===== src/hdl/dshsf_pkg.sv =====
// shared types and constants for the dual sensor heading and speed fusion core
`timescale 1ns / 1ps
`default_nettype none

package dshsf_pkg;

	// field widths
	localparam int HEAD_W  = 10;
	localparam int CONF_W  = 8;
	localparam int SPEED_W = 16;
	localparam int STILL_W = 16;
	localparam int PROJ_W  = 9;

	// packed stream widths
	localparam int IN_DATA_W  = 104;
	localparam int OUT_DATA_W = 40;

	// arithmetic widths of the speed path
	localparam int ACC_W = SPEED_W + CONF_W + 1;
	localparam int NUM_W = SPEED_W + CONF_W;
	localparam int TOT_W = CONF_W + 1;
	localparam int REM_W = CONF_W + 2;
	localparam int CNT_W = 5;

	// shift-add and divide step counts
	localparam logic [CNT_W-1:0] MUL_STEPS = CNT_W'(CONF_W);
	localparam logic [CNT_W-1:0] DIV_STEPS = CNT_W'(NUM_W);

	// heading constants
	localparam logic signed [HEAD_W:0] QUARTER_TURN = 11'sd90;
	localparam logic signed [HEAD_W:0] FULL_TURN    = 11'sd360;
	localparam logic signed [HEAD_W:0] TWO_TURNS    = 11'sd720;
	localparam logic signed [HEAD_W+1:0] SLEW_LIMIT = 12'sd10;
	localparam logic [STILL_W-1:0] STILL_LIMIT      = 16'd10;
	localparam logic signed [HEAD_W-1:0] NO_HEADING = -10'sd1;
	localparam logic signed [SPEED_W-1:0] NO_SPEED  = -16'sd1;

	// configuration register indexes
	localparam logic REG_TWO_SENSORS = 1'b0;
	localparam logic REG_CLOCKWISE   = 1'b1;

	// sequencer states
	typedef enum logic [1:0] {
		ST_IDLE,
		ST_MUL,
		ST_ABS,
		ST_DIV
	} state_t;

	typedef enum logic {
		PH_RUN,
		PH_DONE
	} phase_t;

endpackage

`default_nettype wire


===== src/hdl/dual_sensor_heading_speed_fusion_core.sv =====
// top level of the dual sensor heading and speed fusion core
//
// channel   dir   handshake          payload
// s_axis    in    s_tvalid/s_tready  s_tdata: both sensors' readings of one frame
// m_axis    out   m_tvalid/m_tready  m_tdata: fused result, m_tuser: second_view
// cfg       in    cfg_we             cfg_idx, cfg_data
//
// a word in single-sensor mode or with a speed bypass case is loaded into the output
// register once the output is free; a fused weighted speed first runs 8 shift-add steps of
// the serial multiplier, a magnitude step and 24 restoring divide steps before the load
// the next word is taken only after that load, so the core works on one word at a time
// reset sets two_sensors to 0, clockwise to 1 and clears the previous heading
// a stalled output holds its word while the next word is being worked on
`timescale 1ns / 1ps
`default_nettype none

module dual_sensor_heading_speed_fusion_core (
	input  wire logic                              clk,
	input  wire logic                              arst_n,
	// configuration
	input  wire logic                              cfg_we,
	input  wire logic                              cfg_idx,
	input  wire logic                              cfg_data,
	// input stream
	input  wire logic                              s_tvalid,
	output logic                                   s_tready,
	// heading_a, heading_conf_a, speed_a, speed_conf_a, still_frames_a,
	// heading_b, heading_conf_b, speed_b, speed_conf_b, zero pad
	input  wire logic [dshsf_pkg::IN_DATA_W-1:0]   s_tdata,
	// output stream
	output logic                                   m_tvalid,
	input  wire logic                              m_tready,
	// fused_heading, fused_speed, projected_heading_b, still_flag, zero pad
	output logic [dshsf_pkg::OUT_DATA_W-1:0]       m_tdata,
	// second_view
	output logic                                   m_tuser
);

	localparam int HW = dshsf_pkg::HEAD_W;
	localparam int CW = dshsf_pkg::CONF_W;
	localparam int SW = dshsf_pkg::SPEED_W;
	localparam int AW = dshsf_pkg::ACC_W;
	localparam int NW = dshsf_pkg::NUM_W;
	localparam int TW = dshsf_pkg::TOT_W;
	localparam int RW = dshsf_pkg::REM_W;
	localparam int KW = dshsf_pkg::CNT_W;

	// unpacked input fields
	logic signed [HW-1:0] heading_a, heading_b;
	logic [CW-1:0]        heading_conf_a, heading_conf_b, speed_conf_a, speed_conf_b;
	logic signed [SW-1:0] speed_a, speed_b;
	logic [dshsf_pkg::STILL_W-1:0] still_frames_a;

	assign heading_a      = s_tdata[9:0];
	assign heading_conf_a = s_tdata[17:10];
	assign speed_a        = s_tdata[33:18];
	assign speed_conf_a   = s_tdata[41:34];
	assign still_frames_a = s_tdata[57:42];
	assign heading_b      = s_tdata[67:58];
	assign heading_conf_b = s_tdata[75:68];
	assign speed_b        = s_tdata[91:76];
	assign speed_conf_b   = s_tdata[99:92];

	// configuration registers
	logic two_sensors_q, clockwise_q;

	always_ff @(posedge clk or negedge arst_n) begin
		if (!arst_n) begin
			two_sensors_q <= 1'b0;
			clockwise_q   <= 1'b1;
		end else if (cfg_we) begin
			case (cfg_idx)
				dshsf_pkg::REG_TWO_SENSORS: two_sensors_q <= cfg_data;
				dshsf_pkg::REG_CLOCKWISE:   clockwise_q   <= cfg_data;
				default: ;
			endcase
		end
	end

	// sensor two heading rotated and wrapped into 0..359
	logic signed [HW:0] proj_sum, proj_wrap;

	always_comb begin
		proj_sum = {heading_b[HW-1], heading_b} +
			(clockwise_q ? dshsf_pkg::QUARTER_TURN : -dshsf_pkg::QUARTER_TURN);
		if (proj_sum < -dshsf_pkg::FULL_TURN)
			proj_wrap = proj_sum + dshsf_pkg::TWO_TURNS;
		else if (proj_sum < 0)
			proj_wrap = proj_sum + dshsf_pkg::FULL_TURN;
		else if (proj_sum >= dshsf_pkg::FULL_TURN)
			proj_wrap = proj_sum - dshsf_pkg::FULL_TURN;
		else
			proj_wrap = proj_sum;
	end

	// heading choice by confidence, then slew limit against the previous heading
	logic                 a_absent, b_absent;
	logic signed [HW-1:0] head_pick, head_slew;
	logic signed [HW+1:0] head_diff;
	logic signed [HW-1:0] last_heading_q;

	always_comb begin
		a_absent = (heading_a == dshsf_pkg::NO_HEADING);
		b_absent = (heading_b == dshsf_pkg::NO_HEADING);
		if (a_absent)
			head_pick = b_absent ? dshsf_pkg::NO_HEADING : proj_wrap[HW-1:0];
		else if (b_absent)
			head_pick = heading_a;
		else
			head_pick = (heading_conf_a > heading_conf_b) ? heading_a : proj_wrap[HW-1:0];

		head_diff = {{2{last_heading_q[HW-1]}}, last_heading_q} -
			{{2{head_pick[HW-1]}}, head_pick};
		head_slew = head_pick;
		if (last_heading_q != dshsf_pkg::NO_HEADING) begin
			if (head_diff > dshsf_pkg::SLEW_LIMIT)
				head_slew = last_heading_q - HW'(dshsf_pkg::SLEW_LIMIT);
			else if (head_diff < -dshsf_pkg::SLEW_LIMIT)
				head_slew = last_heading_q + HW'(dshsf_pkg::SLEW_LIMIT);
		end
	end

	// speed cases that need no division
	logic                 spd_bypass;
	logic signed [SW-1:0] spd_direct;

	always_comb begin
		spd_bypass = 1'b1;
		spd_direct = speed_a;
		if (two_sensors_q) begin
			if (speed_a == dshsf_pkg::NO_SPEED)
				spd_direct = speed_b;
			else if (speed_b == dshsf_pkg::NO_SPEED)
				spd_direct = speed_a;
			else if (speed_conf_a == '0 && speed_conf_b == '0)
				spd_direct = speed_a;
			else
				spd_bypass = 1'b0;
		end
	end

	// sequencer
	dshsf_pkg::state_t state_q, state_nxt;
	dshsf_pkg::phase_t phase_q, phase_nxt;
	logic [KW-1:0]     cnt_q;
	logic              in_take, out_free, finish;

	assign in_take  = s_tvalid && s_tready;
	assign out_free = !m_tvalid || m_tready;

	// next state
	always_comb begin
		state_nxt = state_q;
		phase_nxt = phase_q;
		case (state_q)
			dshsf_pkg::ST_IDLE: begin
				if (phase_q == dshsf_pkg::PH_DONE) begin
					if (out_free)
						phase_nxt = dshsf_pkg::PH_RUN;
				end else if (in_take) begin
					if (spd_bypass)
						phase_nxt = dshsf_pkg::PH_DONE;
					else
						state_nxt = dshsf_pkg::ST_MUL;
				end
			end
			dshsf_pkg::ST_MUL: begin
				if (cnt_q == dshsf_pkg::MUL_STEPS - 1'b1)
					state_nxt = dshsf_pkg::ST_ABS;
			end
			dshsf_pkg::ST_ABS: state_nxt = dshsf_pkg::ST_DIV;
			dshsf_pkg::ST_DIV: begin
				if (cnt_q == dshsf_pkg::DIV_STEPS - 1'b1) begin
					state_nxt = dshsf_pkg::ST_IDLE;
					phase_nxt = dshsf_pkg::PH_DONE;
				end
			end
			default: state_nxt = dshsf_pkg::ST_IDLE;
		endcase
	end

	// handshake outputs of the sequencer
	always_comb begin
		s_tready = 1'b0;
		finish   = 1'b0;
		case (state_q)
			dshsf_pkg::ST_IDLE: begin
				s_tready = (phase_q == dshsf_pkg::PH_RUN);
				finish   = (phase_q == dshsf_pkg::PH_DONE) && out_free;
			end
			default: ;
		endcase
	end

	always_ff @(posedge clk or negedge arst_n) begin
		if (!arst_n) begin
			state_q <= dshsf_pkg::ST_IDLE;
			phase_q <= dshsf_pkg::PH_RUN;
			cnt_q   <= '0;
		end else begin
			state_q <= state_nxt;
			phase_q <= phase_nxt;
			if (state_q != state_nxt)
				cnt_q <= '0;
			else
				cnt_q <= cnt_q + 1'b1;
		end
	end

	// previous heading, kept only in two-sensor mode
	always_ff @(posedge clk or negedge arst_n) begin
		if (!arst_n)
			last_heading_q <= dshsf_pkg::NO_HEADING;
		else if (in_take && two_sensors_q)
			last_heading_q <= head_slew;
	end

	// fields of the word in flight
	logic signed [HW-1:0] head_q;
	logic signed [SW-1:0] spd_q;
	logic [dshsf_pkg::PROJ_W-1:0] proj_q;
	logic still_q, second_q, use_div_q;

	always_ff @(posedge clk) begin
		if (in_take) begin
			head_q    <= two_sensors_q ? head_slew : heading_a;
			spd_q     <= spd_direct;
			proj_q    <= two_sensors_q ? proj_wrap[dshsf_pkg::PROJ_W-1:0] : '0;
			still_q   <= (still_frames_a > dshsf_pkg::STILL_LIMIT);
			second_q  <= two_sensors_q;
			use_div_q <= !spd_bypass;
		end
	end

	// serial shift-add multiply, magnitude and restoring divide
	logic signed [AW-1:0] acc_q, ma_q, mb_q;
	logic [CW-1:0]        ca_q, cb_q;
	logic [TW-1:0]        tot_q;
	logic [NW-1:0]        num_q;
	logic [RW-1:0]        rem_q;
	logic [SW-1:0]        quo_q;
	logic                 neg_q;
	logic [RW:0]          trial;
	logic signed [AW-1:0] part_a, part_b;

	assign part_a = ca_q[0] ? ma_q : '0;
	assign part_b = cb_q[0] ? mb_q : '0;
	assign trial  = {rem_q, num_q[NW-1]} - {2'b00, tot_q};

	always_ff @(posedge clk) begin
		case (state_q)
			dshsf_pkg::ST_IDLE: begin
				acc_q <= '0;
				ma_q  <= AW'(speed_a);
				mb_q  <= AW'(speed_b);
				ca_q  <= speed_conf_a;
				cb_q  <= speed_conf_b;
				tot_q <= {1'b0, speed_conf_a} + {1'b0, speed_conf_b};
			end
			dshsf_pkg::ST_MUL: begin
				acc_q <= acc_q + part_a + part_b;
				ma_q  <= ma_q <<< 1;
				mb_q  <= mb_q <<< 1;
				ca_q  <= ca_q >> 1;
				cb_q  <= cb_q >> 1;
			end
			dshsf_pkg::ST_ABS: begin
				neg_q <= acc_q[AW-1];
				num_q <= acc_q[AW-1] ? NW'(-acc_q) : NW'(acc_q);
				rem_q <= '0;
				quo_q <= '0;
			end
			dshsf_pkg::ST_DIV: begin
				num_q <= num_q << 1;
				if (!trial[RW]) begin
					rem_q <= trial[RW-1:0];
					quo_q <= {quo_q[SW-2:0], 1'b1};
				end else begin
					rem_q <= {rem_q[RW-2:0], num_q[NW-1]};
					quo_q <= {quo_q[SW-2:0], 1'b0};
				end
			end
			default: ;
		endcase
	end

	// output register
	logic [dshsf_pkg::OUT_DATA_W-1:0] out_data_q;
	logic                             out_user_q, out_valid_q;
	logic signed [SW-1:0]             spd_final;

	assign spd_final = use_div_q ? (neg_q ? -$signed(quo_q) : $signed(quo_q)) : spd_q;

	always_ff @(posedge clk or negedge arst_n) begin
		if (!arst_n)
			out_valid_q <= 1'b0;
		else if (finish)
			out_valid_q <= 1'b1;
		else if (m_tready)
			out_valid_q <= 1'b0;
	end

	always_ff @(posedge clk) begin
		if (finish) begin
			out_data_q <= {4'b0000, still_q, proj_q, spd_final, head_q};
			out_user_q <= second_q;
		end
	end

	assign m_tvalid = out_valid_q;
	assign m_tdata  = out_data_q;
	assign m_tuser  = out_user_q;

endmodule

`default_nettype wire

===== config.mk =====
export PLATFORM = sky130hd
export DESIGN_NAME = dual_sensor_heading_speed_fusion_core
export DESIGN_NICKNAME = d
export VERILOG_FILES = /design/src/hdl/dshsf_pkg.sv /design/src/hdl/dual_sensor_heading_speed_fusion_core.sv
export SDC_FILE = /design/constraint.sdc
export NUM_CORES = 1
export LEC_CHECK = 0
export ABC_AREA = 1
export BUFFER_PORTS_ARGS = -buffer_cell sky130_fd_sc_hd__buf_2
export CAP_MARGIN = 20
export CORE_ASPECT_RATIO = 0.8
export CORE_MARGIN = 5
export CORE_UTILIZATION = 30
export CTS_BUF_LIST = sky130_fd_sc_hd__clkbuf_2
export CTS_CLUSTER_DIAMETER = 80
export DETAILED_ROUTE_END_ITERATION = 12
export GPL_TIMING_DRIVEN = 0
export PLACE_DENSITY = 0.55
export SLEW_MARGIN = 15
export SYNTH_ARGS = -nofsm -noshare
export SYNTH_HDL_FRONTEND = slang
export SYNTH_SLANG_ARGS = --single-unit

===== constraint.sdc =====
create_clock -name clk -period 4.35 [get_ports clk]
set_clock_uncertainty 0.1 [all_clocks]
set_input_delay 0.6525 -clock clk [delete_from_list [all_inputs] [get_ports clk]]
set_output_delay 0.6525 -clock clk [all_outputs]
set_load 0.02 [all_outputs]

==> flow_summary.json, run 1 <==
{
  "layout_min_cycle_time_ns": 4.921,
  "whs_path_depth": 3,
  "path_class": "reg2reg",
  "seq_area_frac_synth_pct": 47.26,
  "synth_most_common_cell": "nand2_1",
  "fin_util_pct": 38.46,
  "synthArstFlopShare_pct": 8.502,
  "cts.clk_slew.worst_paths_ns": 0.12,
  "core_um2": 51110,
  "die_x_um": 264.1,
  "drt_pre_antenna_iters": 6,
  "avgViaCountPerCell": 4.740,
  "synth_cell_types": 56,
  "synthXorXnorAreaFrac_pct": 4.464,
  "cts_tree": "yes",
  "hold_viol": 0,
  "synth_edf_count": 226,
  "synth_area_um2": 15500,
  "place_congestion": 0.8832,
  "worstSetupEndpointType": "flip-flop",
  "routed_wl_um": 46910,
  "start_kind": "flip-flop",
  "clk_path_buf_depth": 3,
  "synthAdderAreaFrac_pct": 9.961,
  "cp_common_cell": "buf_4",
  "die_area_um2": 56340,
  "cp-startpoint": "clockwise_q$_DFFE_PN1P_",
  "tightest_slew_ns": 0.8672,
  "grt_max_degree": 60,
  "vdd_drop_max_mv": 0.4263,
  "drive_gt1_share_pct": 23.61,
  "ioPinCount": 154,
  "synth_commonest_cells": "nand2_1 (478), inv_1 (234), edfxtp_1 (226)",
  "fin_crit_sh_pct": 113.1,
  "drtIter0Drc": 1106,
  "insertion_delay_ns": 0.92,
  "fin_ws_ns": -0.5707,
  "io_buffers": 145,
  "setup_viol": 20,
  "area_growth_pct": 26.81,
  "dp_hpwl_um": 34600,
  "post-synth-top-area-fraction_pct": 43.78,
  "cts_root_buffer": "clkbuf_2",
  "muxShareOfSynthArea_pct": 0,
  "whs_endpoint": "ma_q[8]$_DFFE_PP_",
  "drcViolationCount": 0,
  "post-place-ws_ns": -1.040,
  "powerDensity_nw_per_um2": 795.4,
  "synth_area_leader_cell": "edfxtp_1",
  "antenna_left": 0,
  "num_rows": 74,
  "outcome": "complete, but fails checks",
  "antenna_found_initial": 6,
  "rsz0062_at_grt": "yes",
  "violations": "negative setup slack",
  "hold_path.class": "in2reg",
  "crit_path_max_fanout": 4,
  "synth_seq_cells": 247,
  "timing.rr.start": "clockwise_q$_DFFE_PN1P_",
  "syn_avg_cell_area_um2": 8.747,
  "crit_arrival_ns": 5.49,
  "synth_cells": 1772,
  "synth_top_family_by_area": "simple AND/OR/NAND/NOR gates",
  "clkSinkCount": 247,
  "vias": 13540,
  "grt_overflow": 0,
  "stdcell_area_um2": 19660,
  "wl_per_cell_um": 16.43,
  "yosys.area_share.simple_pct": 21.46,
  "htree_num_levels": 3,
  "r2r_slack_ns": -0.57,
  "power_leakage_nw": 9.023,
  "cp_slowest_cell": "dfstp_2",
  "cap_violations": 0,
  "grt_pass1_wl_um": 73490,
  "r2r-end": "head_q[4]$_DFFE_PP_",
  "fin_nets": 2336,
  "initial_utilization_pct": 30.33,
  "reg2reg_depth": 34,
  "cp.required_ns": 4.92,
  "die_h_um": 213.3,
  "maxSlewHeadroom_pct": 42.01,
  "worstHoldStart": "s_tdata[26]",
  "finalMaxSlewViolations": 0,
  "worst_path_largest_cell_delay_ns": 0.63,
  "synth_top_cells_by_area": "edfxtp_1 (44%), nand2_1 (12%), ha_1 (6.2%)",
  "place_area_um2": 17440,
  "ys_warn_count": 0,
  "clock.fmax_mhz": 203.2,
  "synth-compound-area-share_pct": 9.711,
  "grt_pass1_vias": 13630,
  "ys.flop_type": "edfxtp_1",
  "cts_buffers": 71,
  "gr-usage-all-layers_pct": 16.32,
  "hold_ws_ns": 0.1049
}
[placed cells by master, fill, tap and decap left out, drive strengths merged, types with 2 or more instances in the layout]
master / n
a21o: 6
dfstp: 11
diode: 8
dlygate4sd3: 64
nand3b: 2
fa: 29
inv: 239
o31ai: 2
nor3: 20
xnor2: 22
edfxtp: 226
buf: 221
conb: 4
nand3: 63
nor4: 16
ha: 77
xor2: 54
a21oi: 96
or2: 8
clkinv: 17
a211oi: 3
o21a: 6
o21bai: 3
o22ai: 2
nand2: 502
nor2: 139
clkbuf: 131
a31oi: 11
o21ai: 141
nand4: 29
dfrtp: 10
[stage by stage]
| stage | instances | total power [mW] | setup TNS, ns |
|---|---|---|---|
| 2_1_floorplan | 1775 | 10.47 | -0.0004245 |
| 3_3_place_gp | 2604 | 12.58 | -18.22 |
| 3_5_place_dp | 2607 | 12.65 | -18.63 |
| 4_1_cts | 2831 | 15.27 | -6.804 |
| 5_1_grt | 2851 | 17.08 | -14.08 |
| 6_report | 2856 | 15.63 | -8.300 |
[state kept, by name, indices dropped and copies added, names as in the netlist, 2 cells and up]
| name | cells |
|---|---|
| cnt_q | 5 |
| last_heading_q | 10 |
| ma_q | 25 |
| spd_q | 16 |
| acc_q | 25 |
| tot_q | 9 |
| state_q | 2 |
| cb_q | 8 |
| num_q | 24 |
| m_tdata | 36 |
| mb_q | 25 |
| rem_q | 10 |
| head_q | 10 |
| ca_q | 8 |
| proj_q | 9 |
| quo_q | 16 |
[final cells by class]
type                            instances  area, µm²
Tap cell                              684      855.8
Buffer                                 44      203.9
Fill cell                            5177      31450
Antenna cell                            8      20.02
Clock inverter                         18      96.34
Sequential cell                       247       7326
Multi-Input combinational cell       1244       7792
Clock buffer                          100      500.5
Timing Repair Buffer                  272       1943
Inverter                              239      917.1
[what timing repair did]
item	CTS	global route
endpoints found under the hold margin	86	0
cloned	1	0
hold buffers	64	0
setup endpoints to repair	23	30
pin swaps	44	27
resized for setup	81	40
buffers inserted	42	18
[cells by family after synthesis]
kind of cell,after synthesis
adder cells (fa/ha/maj),106
AND/OR/NAND/NOR,781
flip-flops,247
XOR/XNOR,76
buffers and inverters,285
other,1
AO/OA/AOI/OAI,276
[worst max-delay path, delay by kind of cell, from the launching register on]
kind	cells	cell delay (ns)
adders and majority gates	1	0.27
DFF	1	0.63
and+or+nand+nor	7	0.49
AOI/OAI and AO/OA	1	0.16
xor gates and xnor gates	1	0.19
buffers and inverters	24	2.84
[worst max-delay path by stage]
| stage | slack (ns) | to |
|---|---|---|
| floorplan | -0.0004 | head_q[3]$_DFFE_PP_ |
| global placement | -1.04 | head_q[7]$_DFFE_PP_ |
| detailed placement | -1.04 | head_q[5]$_DFFE_PP_ |
| CTS | -0.43 | head_q[7]$_DFFE_PP_ |
| global route | -0.79 | head_q[3]$_DFFE_PP_ |
| finish | -0.57 | head_q[4]$_DFFE_PP_ |
[report_power, final]
part	internal (mW)	leakage [nW]	switching (mW)
Combinational	3.52	6.15	5.76
Sequential	3.99	2.41	0.666
Clock	0.669	0.466	1.03
Total	8.18	9.02	7.46
[metal layers]
metal	GRT usage (%)	part of all wire, %	up-vias	wire (µm)
li1	-	-	6610	-
met1	23.99	49	6403	23100
met2	23.89	41	426	19400
met3	4.136	7.3	96	3405
met4	4.745	2.1	2	1003
met5	0	0.015	-	7
Note: power is estimated with default switching activity, not from simulation.
==> run 2, diff against run 1 <==
- PLACE_DENSITY: 0.55 -> unset
==> run 2 against run 1 <==
Compared with the run above: the flow still finishes with violations (negative setup slack); critical endpoint is now head_q[0]$_DFFE_PP_; critical path type unchanged; combinational power is 2.5% lower; fmax is 2.8% higher; sequential share of layout area is 0.41 points higher; utilization is 0.41 points lower; non-clock buffer count is 14 lower; sequential power hardly changed; final area is 1.1% lower; largest cell class unchanged.
==> flow_summary.json, run 2 (synthesis results as in run 1) <==
{
  "die_area_um2": 56340,
  "grt_pass1_vias": 13490,
  "place_area_um2": 17420,
  "path_class": "reg2reg",
  "outcome": "complete, but fails checks",
  "drtIter0Drc": 1271,
  "clock.fmax_mhz": 208.9,
  "violations": "negative setup slack",
  "vias": 13720,
  "gr-usage-all-layers_pct": 16.56,
  "sw_frac_of_total_pct": 48.32,
  "cp.required_ns": 4.91,
  "core_um2": 51110,
  "cts_tree": "yes",
  "grt_max_degree": 51,
  "tightest_slew_ns": 0.8039,
  "largest_reg_flops": 36,
  "rsz0062_at_grt": "yes",
  "cp_slowest_cell": "dfstp_2",
  "cts_buffers": 73,
  "r2r_slack_ns": -0.44,
  "cts_root_buffer": "clkbuf_2",
  "p_int_mw": 7.944,
  "layout_min_cycle_time_ns": 4.786,
  "crit_path_max_fanout": 6,
  "crit_arrival_ns": 5.34,
  "insertion_delay_ns": 0.96,
  "num_rows": 74,
  "fin_ws_ns": -0.4360,
  "hold_viol": 0,
  "powerDensity_nw_per_um2": 790.7,
  "cp-startpoint": "clockwise_q$_DFFE_PN1P_",
  "ioPinCount": 154,
  "wl_per_cell_um": 16.67,
  "io_buffers": 145,
  "worstSetupEndpointType": "flip-flop",
  "avgViaCountPerCell": 4.827,
  "path_delay_family": "simple AND/OR/NAND/NOR gates",
  "drive_gt1_share_pct": 22.78,
  "setup_viol": 20,
  "antenna_left": 0,
  "layout_common_cells": "nand2_1 (442), edfxtp_1 (226), inv_1 (224)",
  "seq_power_share_pct": 30.3,
  "initial_utilization_pct": 30.33,
  "drcViolationCount": 0,
  "fin_crit_sh_pct": 110.0,
  "hold_ws_ns": 0.1551,
  "timing.rr.start": "clockwise_q$_DFFE_PN1P_",
  "routed_wl_um": 47400,
  "area_growth_pct": 25.44,
  "comb_power_share_pct": 58.8,
  "die_x_um": 264.1,
  "antenna_found_initial": 6,
  "stdcell_area_um2": 19440,
  "start_kind": "flip-flop",
  "clkPwrFrac_pct": 10.9,
  "place_congestion": 0.9204,
  "fillers": 5221,
  "hold_path.class": "in2async",
  "fin_nets": 2324,
  "worst_path_largest_cell_delay_ns": 0.64,
  "p_sw_mw": 7.429,
  "clkSinkCount": 247,
  "fin_util_pct": 38.04,
  "grt_pass1_wl_um": 73980,
  "vdd_drop_max_mv": 0.3551,
  "htree_num_levels": 3,
  "grt_overflow": 0,
  "maxSlewHeadroom_pct": 46.25,
  "cts.clk_slew.worst_paths_ns": 0.10,
  "path_buf_inv": 3,
  "finalMaxSlewViolations": 0,
  "final_common_cell": "nand2_1",
  "die_h_um": 213.3,
  "cap_violations": 0,
  "drt_pre_antenna_iters": 6,
  "power_leakage_nw": 8.953,
  "layout.cells.non_filler": 2843,
  "clk_path_buf_depth": 3,
  "dp_hpwl_um": 35420,
  "placed_cells": 2607
}
-- run 2: cell count changes in the layout (fill, tap and decap cells not counted), moves of 3 or more --
cell	change
nand3_1	-3
clkinv_2	+5
nand3_2	+8
nand3_4	-5
inv_2	+3
buf_4	-20
inv_4	-4
dlygate4sd3_1	+7
diode_2	-4
-- run 2: path summary, 6_finish.rpt --
| path | to | cells after the start |
|---|---|---|
| hold / removal | state_q[0]$_DFF_PN0_ | 2 |
| hold reg to reg | m_tdata[4]$_DFFE_PP_ | 0 |
| max in group asynchronous | m_tvalid$_DFFE_PN0P_ | 2 |
| min in group clk | ma_q[5]$_DFFE_PP_ | 3 |
| setup reg to reg | head_q[0]$_DFFE_PP_ | 33 |
| setup / recovery | head_q[0]$_DFFE_PP_ | 33 |
-- run 2: what timing repair did --
item / 4_1_cts / 5_1_grt
hold buffers: 71 / 0
endpoints found under the hold margin: 103 / 0
setup endpoints to repair: 20 / 28
resized for setup: 62 / 45
cloned: 1 / 0
pin swaps: 48 / 34
setup buffers: 32 / 7
-- run 2: worst register-to-register path: cells and delay by family, from the launching register on --
| family | cells | cell delay (ns) |
|---|---|---|
| buf+inv | 3 | 0.32 |
| xor+xnor | 2 | 0.40 |
| simple gates | 24 | 2.27 |
| compound gates | 1 | 0.06 |
| fa+ha+maj | 3 | 0.74 |
| flops | 1 | 0.64 |
-- run 2: cell type report --
type                       instances  area (µm²)  share of cell area, %
inverter                         239       917.1                  4.717
buffer                            44       203.9                  1.049
clock inverter                    24       106.4                 0.5470
multi-input combinational       1244        7701                  39.61
clock buffer                      99       495.5                  2.548
sequential                       247        7326                  37.68
antenna                            4       10.01                0.05148
timing repair buffer             258        1828                  9.402
tap                              684       855.8                  4.402
-- run 2: per-layer routing --
layer	GRT usage (%)	vias up	part of all wire, %
met5	0	-	0.057
met2	24.00	529	41
met4	4.941	4	2.1
met1	24.78	6507	48
li1	-	6604	-
met3	3.744	79	8.4
-- run 2: stage by stage --
stage | setup WS (ns) | setup TNS, ns | power, mW
finish | -0.4360 | -7.097 | 15.37
global route | -0.7378 | -13.21 | 16.84
floorplan | -0.0004245 | -0.0004245 | 10.47
CTS | -0.4056 | -6.552 | 15.09
detailed placement | -1.048 | -19.17 | 12.65
global placement | -1.019 | -24.05 | 12.51
-- run 2: power groups by stage --
stage	Clock (mW)	Sequential, mW	Combinational, mW
5_1_grt	1.89	4.76	10.2
4_1_cts	1.76	4.61	8.72
3_5_place_dp	0	4.65	8.00
3_3_place_gp	0	4.69	7.82
2_1_floorplan	0	4.48	5.99
6_report	1.68	4.65	9.05
